===== src/hdl/wait_queue_with_remove_and_cursor_macros.svh =====
// Assertion macros for the wait queue block.
// Used by the top level; they expand to nothing when SYNTHESIS is defined.
`ifndef WAIT_QUEUE_WITH_REMOVE_AND_CURSOR_MACROS_SVH
`define WAIT_QUEUE_WITH_REMOVE_AND_CURSOR_MACROS_SVH
`ifndef SYNTHESIS
// Check a condition at every clock edge outside reset.
`define WQRC_ASSERT_ALWAYS(lbl, expr) \
    lbl: assert property (@(posedge i_clk) disable iff (!i_rst_n) (expr)) \
        else $error("wait queue check failed");
// Check a consequence in the same cycle.
`define WQRC_ASSERT_IMP(lbl, ante, cons) \
    lbl: assert property (@(posedge i_clk) disable iff (!i_rst_n) (ante) |-> (cons)) \
        else $error("wait queue check failed");
// Check a consequence in the next cycle.
`define WQRC_ASSERT_NXT(lbl, ante, cons) \
    lbl: assert property (@(posedge i_clk) disable iff (!i_rst_n) (ante) |=> (cons)) \
        else $error("wait queue check failed");
`else
`define WQRC_ASSERT_ALWAYS(lbl, expr)
`define WQRC_ASSERT_IMP(lbl, ante, cons)
`define WQRC_ASSERT_NXT(lbl, ante, cons)
`endif
`endif


===== src/hdl/wqrc_pkg.sv =====
// Types and codes shared by the wait queue modules.
// No dependencies.
package wqrc_pkg;

    typedef enum logic [2:0] {
        OP_PUSH         = 3'd0,
        OP_POP          = 3'd1,
        OP_REMOVE       = 3'd2,
        OP_CURSOR_RESET = 3'd3,
        OP_CURSOR_STEP  = 3'd4
    } t_op;

    typedef enum logic [1:0] {
        STATUS_OK    = 2'd0,
        STATUS_EMPTY = 2'd1,
        STATUS_FULL  = 2'd2
    } t_status;

    typedef enum logic [1:0] {
        S_IDLE,
        S_EXEC,
        S_COMPACT
    } t_state;

    typedef struct packed {
        logic [7:0]  sem_id;
        logic [7:0]  thread_id;
        logic [15:0] wait_limit;
    } t_entry;

    // Broadcast commands from the controller to every cell.
    typedef struct packed {
        logic mark;
        logic compact;
        logic pop;
    } t_cell_ctl;

endpackage


===== src/hdl/wqrc_chan_if.sv =====
// Valid/ready channels for queue commands and queue responses.
// No dependencies.
interface wqrc_cmd_if;
    logic        valid;
    logic        ready;
    logic [2:0]  op;
    logic [7:0]  sem_id;
    logic [7:0]  thread_id;
    logic [15:0] wait_limit;

    modport source (output valid, output op, output sem_id, output thread_id,
                    output wait_limit, input ready);
    modport sink   (input valid, input op, input sem_id, input thread_id,
                    input wait_limit, output ready);
endinterface

interface wqrc_rsp_if #(
    parameter int COUNT_W = 5
);
    logic               valid;
    logic               ready;
    logic [1:0]         status;
    logic [7:0]         out_sem_id;
    logic [7:0]         out_thread_id;
    logic [15:0]        out_wait_limit;
    logic [COUNT_W-1:0] entry_count;
    logic               cursor_has_next;

    modport source (output valid, output status, output out_sem_id, output out_thread_id,
                    output out_wait_limit, output entry_count, output cursor_has_next,
                    input ready);
    modport sink   (input valid, input status, input out_sem_id, input out_thread_id,
                    input out_wait_limit, input entry_count, input cursor_has_next,
                    output ready);
endinterface


===== src/hdl/wqrc_cell.sv =====
// One queue slot: holds an entry and a delete mark, shifts from its right neighbor.
// Depends on wqrc_pkg.
module wqrc_cell (
    input  logic                i_clk,
    input  logic                i_rst_n,
    input  wqrc_pkg::t_cell_ctl i_ctl,
    input  logic [7:0]          i_key,
    input  logic                i_wr_sel,
    input  wqrc_pkg::t_entry    i_wr_entry,
    input  logic                i_live,
    input  logic                i_prefix,
    input  wqrc_pkg::t_entry    i_nbr,
    input  logic                i_nbr_dead,
    output wqrc_pkg::t_entry    o_entry,
    output logic                o_dead,
    output logic                o_prefix
);
    wqrc_pkg::t_entry r_entry;
    logic             r_dead;
    logic             w_shift;

    // a marked slot at or left of here pulls the whole suffix one place left
    assign w_shift  = i_prefix | r_dead;
    assign o_prefix = w_shift;
    assign o_entry  = r_entry;
    assign o_dead   = r_dead;

    always_ff @(posedge i_clk) begin
        if (i_wr_sel) begin
            r_entry <= i_wr_entry;
        end else if (i_ctl.pop || (i_ctl.compact && w_shift)) begin
            r_entry <= i_nbr;
        end
    end

    always_ff @(posedge i_clk) begin
        if (!i_rst_n) begin
            r_dead <= 1'b0;
        end else if (i_ctl.mark) begin
            r_dead <= i_live && (r_entry.thread_id == i_key);
        end else if (i_ctl.compact && w_shift) begin
            r_dead <= i_nbr_dead;
        end else if (i_ctl.pop || i_wr_sel) begin
            r_dead <= 1'b0;
        end
    end

endmodule


===== src/hdl/wait_queue_with_remove_and_cursor.sv =====
// Top level of the wait queue: controller, occupancy and cursor, row of slot cells.
// Depends on wqrc_pkg, wqrc_chan_if, wqrc_cell and the assertion macro header.
//
//  channel  | dir | payload
//  ---------+-----+----------------------------------------------------------
//  i_cmd    | in  | op, sem_id, thread_id, wait_limit
//  o_rsp    | out | status, out_sem_id, out_thread_id, out_wait_limit,
//           |     | entry_count, cursor_has_next
//
// Push, pop, cursor reset and cursor step take the transfer in idle, then execute
// and load the response register.
// Remove marks the matching entries, then shifts the cell row once per deleted
// entry, then loads the response.
// Synchronous reset empties the queue and parks the cursor past the end.
// A response held by o_rsp.ready stalls only the final step of the next command.
`include "wait_queue_with_remove_and_cursor_macros.svh"
module wait_queue_with_remove_and_cursor #(
    parameter int QUEUE_DEPTH = 16
) (
    input  logic        i_clk,
    input  logic        i_rst_n,
    wqrc_cmd_if.sink    i_cmd,
    wqrc_rsp_if.source  o_rsp
);
    localparam int CNT_W = $clog2(QUEUE_DEPTH + 1);
    localparam int IDX_W = $clog2(QUEUE_DEPTH);

    wqrc_pkg::t_state    r_state, n_state;
    logic [CNT_W-1:0]    r_occ, n_occ;
    logic [CNT_W-1:0]    r_cur, n_cur;

    logic [2:0]          r_op;
    wqrc_pkg::t_entry    r_item;

    logic                r_out_valid, n_out_valid;
    wqrc_pkg::t_status   r_out_status;
    wqrc_pkg::t_entry    r_out_entry;
    logic [CNT_W-1:0]    r_out_cnt;
    logic                r_out_next;

    logic                w_load;
    wqrc_pkg::t_status   w_res_status;
    wqrc_pkg::t_entry    w_res_entry;
    logic                w_out_free;
    logic                w_push;
    wqrc_pkg::t_cell_ctl w_ctl;

    wqrc_pkg::t_entry    w_cell_q [QUEUE_DEPTH];
    wqrc_pkg::t_entry    w_nbr    [QUEUE_DEPTH];
    logic [QUEUE_DEPTH-1:0] w_dead;
    logic [QUEUE_DEPTH-1:0] w_nbr_dead;
    logic [QUEUE_DEPTH-1:0] w_live;
    logic [QUEUE_DEPTH-1:0] w_wr_sel;
    logic [QUEUE_DEPTH-1:0] w_prefix_before;
    logic [QUEUE_DEPTH:0]   w_prefix;
    logic                w_any_dead;
    logic [IDX_W-1:0]    w_cidx;

    assign i_cmd.ready = (r_state == wqrc_pkg::S_IDLE);
    assign w_out_free  = !r_out_valid || o_rsp.ready;
    assign w_cidx      = IDX_W'(r_cur - 1'b1);
    assign w_any_dead  = w_prefix[QUEUE_DEPTH];
    assign w_prefix[0] = 1'b0;
    assign w_prefix_before = w_prefix[QUEUE_DEPTH-1:0];

    // cell row
    for (genvar i = 0; i < QUEUE_DEPTH; i++) begin : g_cell
        assign w_live[i]   = (CNT_W'(i) < r_occ);
        assign w_wr_sel[i] = w_push && (r_occ == CNT_W'(i));
        if (i == QUEUE_DEPTH - 1) begin : g_last
            assign w_nbr[i]      = '0;
            assign w_nbr_dead[i] = 1'b0;
        end else begin : g_mid
            assign w_nbr[i]      = w_cell_q[i+1];
            assign w_nbr_dead[i] = w_dead[i+1];
        end

        wqrc_cell u_cell (
            .i_clk      (i_clk),
            .i_rst_n    (i_rst_n),
            .i_ctl      (w_ctl),
            .i_key      (r_item.thread_id),
            .i_wr_sel   (w_wr_sel[i]),
            .i_wr_entry (r_item),
            .i_live     (w_live[i]),
            .i_prefix   (w_prefix[i]),
            .i_nbr      (w_nbr[i]),
            .i_nbr_dead (w_nbr_dead[i]),
            .o_entry    (w_cell_q[i]),
            .o_dead     (w_dead[i]),
            .o_prefix   (w_prefix[i+1])
        );
    end

    always_ff @(posedge i_clk) begin
        if (!i_rst_n) begin
            r_state     <= wqrc_pkg::S_IDLE;
            r_occ       <= '0;
            r_cur       <= '0;
            r_out_valid <= 1'b0;
        end else begin
            r_state     <= n_state;
            r_occ       <= n_occ;
            r_cur       <= n_cur;
            r_out_valid <= n_out_valid;
        end
    end

    always_ff @(posedge i_clk) begin
        if (i_cmd.valid && i_cmd.ready) begin
            r_op                <= i_cmd.op;
            r_item.sem_id       <= i_cmd.sem_id;
            r_item.thread_id    <= i_cmd.thread_id;
            r_item.wait_limit   <= i_cmd.wait_limit;
        end
        if (w_load) begin
            r_out_status <= w_res_status;
            r_out_entry  <= w_res_entry;
            r_out_cnt    <= n_occ;
            r_out_next   <= (n_cur != '0);
        end
    end

    always_comb begin
        n_state      = r_state;
        n_occ        = r_occ;
        n_cur        = r_cur;
        n_out_valid  = r_out_valid && !o_rsp.ready;
        w_load       = 1'b0;
        w_push       = 1'b0;
        w_ctl        = '0;
        w_res_status = wqrc_pkg::STATUS_OK;
        w_res_entry  = '0;

        case (r_state)
            wqrc_pkg::S_IDLE: begin
                if (i_cmd.valid) begin
                    n_state = wqrc_pkg::S_EXEC;
                end
            end
            wqrc_pkg::S_EXEC: begin
                if (r_op == wqrc_pkg::OP_REMOVE) begin
                    w_ctl.mark = 1'b1;
                    n_state    = wqrc_pkg::S_COMPACT;
                end else if (w_out_free) begin
                    w_load  = 1'b1;
                    n_state = wqrc_pkg::S_IDLE;
                    case (r_op)
                        wqrc_pkg::OP_PUSH: begin
                            if (r_occ == CNT_W'(QUEUE_DEPTH)) begin
                                w_res_status = wqrc_pkg::STATUS_FULL;
                            end else begin
                                w_push = 1'b1;
                                n_occ  = r_occ + 1'b1;
                            end
                        end
                        wqrc_pkg::OP_POP: begin
                            if (r_occ == '0) begin
                                w_res_status = wqrc_pkg::STATUS_EMPTY;
                            end else begin
                                w_res_entry = w_cell_q[0];
                                w_ctl.pop   = 1'b1;
                                n_occ       = r_occ - 1'b1;
                                // cursor on the head stays on the new head, or parks past the end if none is left
                                if (r_cur > CNT_W'(1)) begin
                                    n_cur = r_cur - 1'b1;
                                end else if (r_cur == CNT_W'(1) && r_occ == CNT_W'(1)) begin
                                    n_cur = '0;
                                end
                            end
                        end
                        wqrc_pkg::OP_CURSOR_RESET: begin
                            n_cur = (r_occ != '0) ? CNT_W'(1) : '0;
                        end
                        wqrc_pkg::OP_CURSOR_STEP: begin
                            if (r_cur == '0) begin
                                w_res_status = wqrc_pkg::STATUS_EMPTY;
                            end else begin
                                w_res_entry = w_cell_q[w_cidx];
                                n_cur       = (r_cur < r_occ) ? r_cur + 1'b1 : '0;
                            end
                        end
                        default: begin
                        end
                    endcase
                end
            end
            wqrc_pkg::S_COMPACT: begin
                if (w_any_dead) begin
                    // drop the leftmost marked entry; a cursor right of it follows its entry
                    w_ctl.compact = 1'b1;
                    n_occ         = r_occ - 1'b1;
                    if (r_cur != '0 && w_prefix_before[w_cidx]) begin
                        n_cur = r_cur - 1'b1;
                    end
                end else if (w_out_free) begin
                    w_load  = 1'b1;
                    n_state = wqrc_pkg::S_IDLE;
                    if (r_cur > r_occ) begin
                        n_cur = '0;
                    end
                end
            end
            default: begin
                n_state = wqrc_pkg::S_IDLE;
            end
        endcase

        if (w_load) begin
            n_out_valid = 1'b1;
        end
    end

    assign o_rsp.valid           = r_out_valid;
    assign o_rsp.status          = r_out_status;
    assign o_rsp.out_sem_id      = r_out_entry.sem_id;
    assign o_rsp.out_thread_id   = r_out_entry.thread_id;
    assign o_rsp.out_wait_limit  = r_out_entry.wait_limit;
    assign o_rsp.entry_count     = r_out_cnt;
    assign o_rsp.cursor_has_next = r_out_next;

    `WQRC_ASSERT_ALWAYS(a_occ_bound, r_occ <= CNT_W'(QUEUE_DEPTH))
    `WQRC_ASSERT_IMP(a_cursor_in_range, r_state == wqrc_pkg::S_IDLE, r_cur <= r_occ)
    `WQRC_ASSERT_NXT(a_compact_drops_one, (r_state == wqrc_pkg::S_COMPACT) && w_any_dead, r_occ == $past(r_occ) - 1'b1)
    `WQRC_ASSERT_ALWAYS(a_marks_live_only, (w_dead & ~w_live) == '0)

endmodule


===== src/flat_wrapper.sv =====
// flat-port wrapper written by rule: the top's interface ports become plain ports
module wait_queue_with_remove_and_cursor_flat 
#(
    parameter int QUEUE_DEPTH = 16
)
  (i_clk, i_rst_n, i_cmd_valid, i_cmd_op, i_cmd_sem_id, i_cmd_thread_id, i_cmd_wait_limit, i_cmd_ready, o_rsp_valid, o_rsp_status, o_rsp_out_sem_id, o_rsp_out_thread_id, o_rsp_out_wait_limit, o_rsp_entry_count, o_rsp_cursor_has_next, o_rsp_ready);
  wqrc_cmd_if i_cmd_i ();
  wqrc_rsp_if #(.COUNT_W(($clog2((16) + 1)))) o_rsp_i ();
  input  logic i_clk;
  input  logic i_rst_n;
  input wire logic [$bits(i_cmd_i.valid)-1:0] i_cmd_valid;
  input wire logic [$bits(i_cmd_i.op)-1:0] i_cmd_op;
  input wire logic [$bits(i_cmd_i.sem_id)-1:0] i_cmd_sem_id;
  input wire logic [$bits(i_cmd_i.thread_id)-1:0] i_cmd_thread_id;
  input wire logic [$bits(i_cmd_i.wait_limit)-1:0] i_cmd_wait_limit;
  output wire logic [$bits(i_cmd_i.ready)-1:0] i_cmd_ready;
  output wire logic [$bits(o_rsp_i.valid)-1:0] o_rsp_valid;
  output wire logic [$bits(o_rsp_i.status)-1:0] o_rsp_status;
  output wire logic [$bits(o_rsp_i.out_sem_id)-1:0] o_rsp_out_sem_id;
  output wire logic [$bits(o_rsp_i.out_thread_id)-1:0] o_rsp_out_thread_id;
  output wire logic [$bits(o_rsp_i.out_wait_limit)-1:0] o_rsp_out_wait_limit;
  output wire logic [$bits(o_rsp_i.entry_count)-1:0] o_rsp_entry_count;
  output wire logic [$bits(o_rsp_i.cursor_has_next)-1:0] o_rsp_cursor_has_next;
  input wire logic [$bits(o_rsp_i.ready)-1:0] o_rsp_ready;
  assign i_cmd_i.valid = i_cmd_valid;
  assign i_cmd_i.op = i_cmd_op;
  assign i_cmd_i.sem_id = i_cmd_sem_id;
  assign i_cmd_i.thread_id = i_cmd_thread_id;
  assign i_cmd_i.wait_limit = i_cmd_wait_limit;
  assign i_cmd_ready = i_cmd_i.ready;
  assign o_rsp_valid = o_rsp_i.valid;
  assign o_rsp_status = o_rsp_i.status;
  assign o_rsp_out_sem_id = o_rsp_i.out_sem_id;
  assign o_rsp_out_thread_id = o_rsp_i.out_thread_id;
  assign o_rsp_out_wait_limit = o_rsp_i.out_wait_limit;
  assign o_rsp_entry_count = o_rsp_i.entry_count;
  assign o_rsp_cursor_has_next = o_rsp_i.cursor_has_next;
  assign o_rsp_i.ready = o_rsp_ready;
  wait_queue_with_remove_and_cursor #(.QUEUE_DEPTH(QUEUE_DEPTH)) u_core (.i_clk(i_clk), .i_rst_n(i_rst_n), .i_cmd(i_cmd_i), .o_rsp(o_rsp_i));
endmodule

===== config.mk =====
export PLATFORM = sky130hd
export DESIGN_NAME = wait_queue_with_remove_and_cursor_flat
export DESIGN_NICKNAME = d
export VERILOG_FILES = /design/src/hdl/wqrc_pkg.sv /design/src/hdl/wqrc_chan_if.sv /design/src/hdl/wqrc_cell.sv /design/src/hdl/wait_queue_with_remove_and_cursor.sv /design/src/flat_wrapper.sv
export VERILOG_INCLUDE_DIRS = /design/src /design/src/hdl
export SDC_FILE = /design/constraint.sdc
export NUM_CORES = 1
export LEC_CHECK = 0
export BUFFER_PORTS_ARGS = -buffer_cell sky130_fd_sc_hd__buf_2
export CORE_UTILIZATION = 55
export DETAILED_ROUTE_END_ITERATION = 10
export PLACE_DENSITY_LB_ADDON = 0.15
export SYNTH_ARGS = -nofsm -noshare
export SYNTH_HDL_FRONTEND = slang
export SYNTH_HIERARCHICAL = 1
export SYNTH_SLANG_ARGS = --single-unit

===== constraint.sdc =====
create_clock -name i_clk -period 19.3 [get_ports i_clk]
set_clock_uncertainty 0.2 [all_clocks]
set_input_delay 1.93 -clock i_clk [delete_from_list [all_inputs] [get_ports i_clk]]
set_output_delay 1.93 -clock i_clk [all_outputs]
set_load 0.05 [all_outputs]

After elaboration in Yosys (flattened, before gate mapping)
Index checks and enable logic that the tools add are counted.

Flip-flop bits (word level): 616. Input port bits: 39. Output and inout port bits: 42. Logic and storage cells: 427.

$add $sub $neg: 4. Order comparisons: 21. Equality and inequality tests: 41. Mux-type cells: 137. Bitwise logic cells: 18. Reduce and logical (&&, ||, !) cells: 128.

Operator list (count): two-way mux 32 bit (36); binary-select mux 32 bit (select 4 bit) (1); == test 8 bit (16); two-way mux 5 bit (16); two-way mux 1 bit (70); case mux 32 bit (2 select lines) (1); logical AND 1 bit (52); nonzero test 3 bit (16); == test 5 x 4 -> 1 bit (second input constant) (8); < comparator 4 x 5 -> 1 bit (first input constant) (8); logical OR 1 bit (33); nonzero test 2 bit (16); case mux 5 bit (2 select lines) (3); == test 5 x 3 -> 1 bit (second input constant) (4); < comparator 3 x 5 -> 1 bit (first input constant) (4); bitwise OR 1 bit (15); case mux 5 bit (3 select lines) (1); nonzero test 5 bit (3); case mux 2 bit (3 select lines) (2); adder 5 x 1 -> 5 bit (second input constant) (2); == test 5 x 1 -> 1 bit (second input constant) (2); == test 5 x 2 -> 1 bit (second input constant) (2); logical NOT 5 bit (2); < comparator 1 x 5 -> 1 bit (first input constant) (2); 24 further kinds (34).

Logic depth before layout (Yosys ltp)
Depth after elaboration: 21. Depth in mapped cells: 24. Mapped depth without buffers: 23.

By module
Netlist, hierarchy kept.

Modules (own cells, without submodules): wqrc_cell (times used 16, cells an instance 87, area an instance 1662.8 um^2, sequential area each 980.9 um^2); wait_queue_with_remove_and_cursor (times used 1, cells an instance 819, area an instance 8715.9 um^2, sequential area each 2512.4 um^2).

Worst setup path before layout
No wires, ideal clock.

Path kind: reg-to-reg. Start: reg u_core.g_cell[0].u_cell.r_dead. End: reg u_core.r_out_next, in the netlist u_core/o_rsp.cursor_has_next (enable). Setup time: 437 ps. Arrival time: 6219 ps. Required time: 18663 ps. Slack: 12443 ps. Stages on the path, launching flop included: 21. Buffers on the path: 1. Period minus slack after synthesis: 6857 ps. Cell sequence: dfxtp_1 or2_1 or2_1 or2_1 or2_1 or2_1 or2_1 or2_1 or2_1 or2_1 or2_1 or2_1 or2_1 or2_1 or2_1 or2_1 or2_1 clkbuf_1 nor2_1 o21ai_0 nor2_1.

Longest elaborated chain between the ends: 17.

Ends and longest elaborated chain: from (decl) (line wqrc_cell.sv:19) `logic r_dead;`; from (signal assigned) (line wqrc_cell.sv:40) `r_dead <= i_live && (r_entry.thread_id == i_key);`; from (signal assigned) (line wqrc_cell.sv:42) `r_dead <= i_nbr_dead;`; bitwise OR 1 bit (line wqrc_cell.sv:23) `assign w_shift = i_prefix | r_dead;`; via u_core.w_prefix[2] (line wait_queue_with_remove_and_cursor.sv:55) `logic [QUEUE_DEPTH:0] w_prefix;`; bitwise OR 1 bit (line wqrc_cell.sv:23); via u_core.w_prefix[3] (line wait_queue_with_remove_and_cursor.sv:55); bitwise OR 1 bit (line wqrc_cell.sv:23); via u_core.w_prefix[4] (line wait_queue_with_remove_and_cursor.sv:55); bitwise OR 1 bit (line wqrc_cell.sv:23); via u_core.w_prefix[5] (line wait_queue_with_remove_and_cursor.sv:55); (+1 left out); via u_core.w_prefix[6] (line wait_queue_with_remove_and_cursor.sv:55); (+1 left out); via u_core.w_prefix[7] (line wait_queue_with_remove_and_cursor.sv:55); (+1 left out); via u_core.w_prefix[8] (line wait_queue_with_remove_and_cursor.sv:55); (+1 left out); via u_core.w_prefix[9] (line wait_queue_with_remove_and_cursor.sv:55); (+1 left out); via u_core.w_prefix[10] (line wait_queue_with_remove_and_cursor.sv:55); (+1 left out); via u_core.w_prefix[11] (line wait_queue_with_remove_and_cursor.sv:55); (+1 left out); via u_core.w_prefix[12] (line wait_queue_with_remove_and_cursor.sv:55); (+1 left out); via u_core.w_prefix[13] (line wait_queue_with_remove_and_cursor.sv:55); (+1 left out); via u_core.w_prefix[14] (line wait_queue_with_remove_and_cursor.sv:55); bitwise OR 1 bit (line wqrc_cell.sv:23); via u_core.w_prefix[15] (line wait_queue_with_remove_and_cursor.sv:55); bitwise OR 1 bit (line wqrc_cell.sv:23); via u_core.w_any_dead (line wait_queue_with_remove_and_cursor.sv:56) `logic w_any_dead;`; two-way mux 1 bit (line wait_queue_with_remove_and_cursor.sv:189) `if (w_any_dead) begin`; case mux 1 bit (2 select lines) (line wait_queue_with_remove_and_cursor.sv:135) `case (r_state)`; via u_core.w_load (line wait_queue_with_remove_and_cursor.sv:41) `logic w_load;`; to (signal assigned) (line wait_queue_with_remove_and_cursor.sv:120) `r_out_next <= (n_cur != '0);`; to (decl) (line wait_queue_with_remove_and_cursor.sv:39) `logic r_out_next;`.

The timed path passes the listed nets, and every way through them passes these cells. A chain may end at the register's enable or synchronous reset.

Worst setup path after layout
Start: reg u_core.g_cell[0].u_cell.r_dead. End: reg u_core.r_out_next, in the netlist u_core/o_rsp.cursor_has_next, data pin.

Elaborated cells on any way between the ends: 22. Those cells by class: mux: 5; bitwise: 15; reduce/logical: 2.

RTL lines (line): bitwise OR 1 bit (wqrc_cell.sv:23); via u_core.w_prefix[2] (wait_queue_with_remove_and_cursor.sv:55); bitwise OR 1 bit (wqrc_cell.sv:23); via u_core.w_prefix[3] (wait_queue_with_remove_and_cursor.sv:55); bitwise OR 1 bit (wqrc_cell.sv:23); via u_core.w_prefix[4] (wait_queue_with_remove_and_cursor.sv:55); bitwise OR 1 bit (wqrc_cell.sv:23); via u_core.w_prefix[5] (wait_queue_with_remove_and_cursor.sv:55); (+1 left out); via u_core.w_prefix[6] (wait_queue_with_remove_and_cursor.sv:55); (+1 left out); via u_core.w_prefix[7] (wait_queue_with_remove_and_cursor.sv:55); (+1 left out); via u_core.w_prefix[8] (wait_queue_with_remove_and_cursor.sv:55); (+1 left out); via u_core.w_prefix[9] (wait_queue_with_remove_and_cursor.sv:55); (+1 left out); via u_core.w_prefix[10] (wait_queue_with_remove_and_cursor.sv:55); (+1 left out); via u_core.w_prefix[11] (wait_queue_with_remove_and_cursor.sv:55); (+1 left out); via u_core.w_prefix[12] (wait_queue_with_remove_and_cursor.sv:55); (+1 left out); via u_core.w_prefix[13] (wait_queue_with_remove_and_cursor.sv:55); (+1 left out); via u_core.w_prefix[14] (wait_queue_with_remove_and_cursor.sv:55); bitwise OR 1 bit (wqrc_cell.sv:23); via u_core.w_prefix[15] (wait_queue_with_remove_and_cursor.sv:55); bitwise OR 1 bit (wqrc_cell.sv:23); via u_core.w_any_dead (wait_queue_with_remove_and_cursor.sv:56); two-way mux 5 bit (wait_queue_with_remove_and_cursor.sv:189); case mux 5 bit (2 select lines) (wait_queue_with_remove_and_cursor.sv:135); nonzero test 5 bit (wait_queue_with_remove_and_cursor.sv:120).

The timed path passes the listed nets, and every way through them passes these cells. The select of a mux whose other input is x is not followed.

==> impl_metrics.toml <==
[status]
outcome = "finished, final reports clean"

[global_routing]
grt_overflow = 0
grt.total_usage_pct = 25.6
grt_pass1_wl_mm = 128
first_global_vias = 19925
antenna_found_initial = 0
grt_max_degree = 70

[pwr]
p_per_area_nw_per_um2 = 75.8
leakage_nw = 13.3
vdd_drop_max_mv = 0.0768

[min_path]
hp-class = "reg2reg"

[worst_setup_path]
slowest_stage = "a21boi_0"
required_ns = 19.42
worstSetupEndpointType = "register"
critPathTopFamily = "simple AND/OR/NAND/NOR gates"
crit_chain = "or2_1 > or2_1 > or2_1 > or2_1 > or2_1 > or2_1 > or2_1 > or2_1 > or2_1 > or2_1 > or2_1 > or2_1 > or2_1 > or2_1 > or2_1 > or2_1 > a311oi_1 > o21ai_0 > a21boi_0 > o22ai_1 > a221oi_1 > nand4_1"
critPathKind = "reg2reg"
worstPathMaxFanout = 10
cpMostUsedCell = "or2_1"
worst_setup_path_start_kind = "register"
slowest_delay_ns = 0.40
cp.arrival_ns = 7.06
crit_buf_inv = 0

[yosys]
synth_edf_count = 587
ys_seq_area_share_pct = 51.5
synth_commonest_cells = "587 x edfxtp_1, 464 x mux2_4, 166 x nand2_1"
avgSynthCellArea_um2 = 16.0
synth.most_common_cell = "edfxtp_1"
synth_ff_type = "edfxtp_1"
synth_top_area_share_pct = 49.9
netlist_area_um2 = 35300
synth.area.top_cells = "edfxtp_1 50%, mux2_4 20%, mux4_2 8.4%, xnor2_1 3.2%, buf_12 1.8%"
ys_ff_latch = 616
async_reset_ff_share_pct = 0
yosys.area.top_type = "edfxtp_1"
synth_cell_types = 71
syn_inst = 2211
yosysWarningCount = 6

[cells_and_area]
finalCoreUtilization_pct = 60.5
areaGrowthSynthToFinish_pct = 8.50
layout.nets = 2366
antenna_cells = 0
n_fill_cell = 4798
stdcell_area_um2 = 38300
drive_gt1_share_pct = 39.1

[sta]
fin_tns_setup_ns = 0
rsz0062_at_grt = "false"
finalCritPeriodShare_pct = 36.0
hold_viol = 0
fin_crit_ns = 6.94
slew_viol_final = 0
setup_violations = 0
relSlewSlack_pct = 26.0
worstMarginPinSlew_ns = 1.11
hold-worst-slack_ns = 0.328
fmax_mhz = 144

[clock_network]
cts_sinks = 616
postCtsSetupBuffers = 0
cts_tree = "done"
cts_hold_buf = 0
clock_latency_ns = 0.60
cts-root-buf = "clkbuf_16"
cts_buffer_depth = 3
ctsResizeCount = 0
cts-htree-levels = 3
cts_made_buffers = 69
path_clk_slew_ns = 0.06

[routing]
top_layer = "met4"
drc = 0
wl_met1_mm = 39.8
wl_met2_mm = 35.5
wl_mm = 84.1
wl_met3_mm = 6.90
drt_iter0_markers = 2018
drt_first_pass_iters = 5
vias_per_cell = 6.34
num_vias = 20349
postRouteAntennaNets = 0
post_drt_wl_per_cell_um = 26.2

[die]
die_w_um = 255
die_h_um = 255
io_pins = 81
coreArea_um2 = 63300
start_util_pct = 55.8
die_area_um2 = 65200
row_count = 92

[place]
place_area_um2 = 36100
numPortBuffers = 80
place.gp.congestion = 0.874
detailed_place_hpwl_mm = 55.9

[flow_run]
maxCapViolations = 0
==> power by group <==
group / total, mW / switching, mW / internal [mW]
clock: 1.30 / 0.531 / 0.773
sequential: 1.49 / 0.0284 / 1.46
combinational: 0.111 / 0.0713 / 0.0396
total: 2.91 / 0.630 / 2.28
==> metal layers <==
| layer | vias up | global-route usage (%) |
|---|---|---|
| met2 | 847 | 35.8 |
| met3 | 97 | 4.83 |
| li1 | 8843 | - |
| met1 | 10562 | 40.3 |
| met5 | - | 0 |
| met4 | 0 | 6.99 |
==> worst register-to-register path, cell delays in order, from the launching register on <==
cell	delay (ns)
dfxtp_1	0.32
or2_1	0.27
or2_1	0.28
or2_1	0.28
or2_1	0.29
or2_1	0.27
or2_1	0.27
or2_1	0.30
or2_1	0.30
or2_1	0.28
or2_1	0.27
or2_1	0.30
or2_1	0.29
or2_1	0.27
or2_1	0.27
or2_1	0.27
or2_1	0.39
a311oi_1	0.28
o21ai_0	0.13
a21boi_0	0.40
o22ai_1	0.21
a221oi_1	0.39
nand4_1	0.14
==> placed cells by master (no fill, tap or decap), types with 17 or more instances in the layout <==
| cell | n |
|---|---|
| inv_1 | 17 |
| o31ai_1 | 19 |
| mux2_2 | 48 |
| nor2b_1 | 20 |
| clkbuf_16 | 69 |
| xnor2_1 | 130 |
| nand3_1 | 57 |
| nand2_1 | 166 |
| o21ai_1 | 17 |
| mux2_4 | 464 |
| nand4_1 | 36 |
| ha_1 | 17 |
| conb_1 | 35 |
| nand3b_1 | 33 |
| clkbuf_1 | 20 |
| buf_2 | 80 |
| buf_4 | 54 |
| nor2_1 | 52 |
| o211a_1 | 17 |
| mux4_2 | 131 |
| o21ai_0 | 24 |
| a32oi_1 | 34 |
| edfxtp_1 | 587 |
| dfxtp_1 | 28 |
==> path summary, 6_finish.rpt <==
path,startpoint,end,slack [ns],depth (start not counted)
max,u_core/g_cell[0].u_cell/o_dead$_SDFFE_PN0P_,u_core/o_rsp.cursor_has_next$_DFFE_PP_,12.36,22
min,u_core/r_state[1]$_SDFFE_PN0P_,u_core/r_state[1]$_SDFFE_PN0P_,0.33,2
max reg2reg,u_core/g_cell[0].u_cell/o_dead$_SDFFE_PN0P_,u_core/o_rsp.cursor_has_next$_DFFE_PP_,12.36,22
min reg2reg,u_core/r_state[1]$_SDFFE_PN0P_,u_core/r_state[1]$_SDFFE_PN0P_,0.33,2
==> metrics by stage <==
step	power (mW)	std cells	worst slack, ns
after floorplan	1.58	2245	12.44
after global placement	1.62	3084	12.73
after detailed placement	1.63	3084	12.57
after CTS	2.93	3208	12.51
after global routing	2.99	3208	12.13
final	2.91	3208	12.36
==> layout make-up <==
type,count,area (um2),share of cell area [%]
timing repair buffer,134,806,2.10
multi-input combinational,1469,16000,41.7
tap,846,1060,2.76
clock buffer,90,1820,4.74
sequential,616,18200,47.5
inverter,19,71.3,0.186
clock inverter,34,399,1.04
==> cells by family (layout without fill, tap and decap cells) <==
logic type,Yosys count,after routing,synth area share (%)
buf+inv,160,277,4.10
compound gates,177,177,3.76
xor+xnor,134,134,3.32
simple gates,458,458,6.90
mux,647,647,29.7
fa+ha+maj,18,18,0.638
flops,616,616,51.5
other cells,1,35,0.0106
==> flip-flops by register name, summed over array words and instances (netlist names), 5 cells and up <==
register	cells
u_core/g_cell.u_cell/o_entry	512
u_core/r_cur	5
u_core/o_rsp.out_wait_limit	16
u_core/o_rsp.entry_count	5
u_core/r_occ	5
u_core/o_rsp.out_thread_id	8
u_core/g_cell.u_cell/o_dead	16
u_core/o_rsp.out_sem_id	8
u_core/r_item	32
No activity file was read; power rests on OpenSTA's default activity.
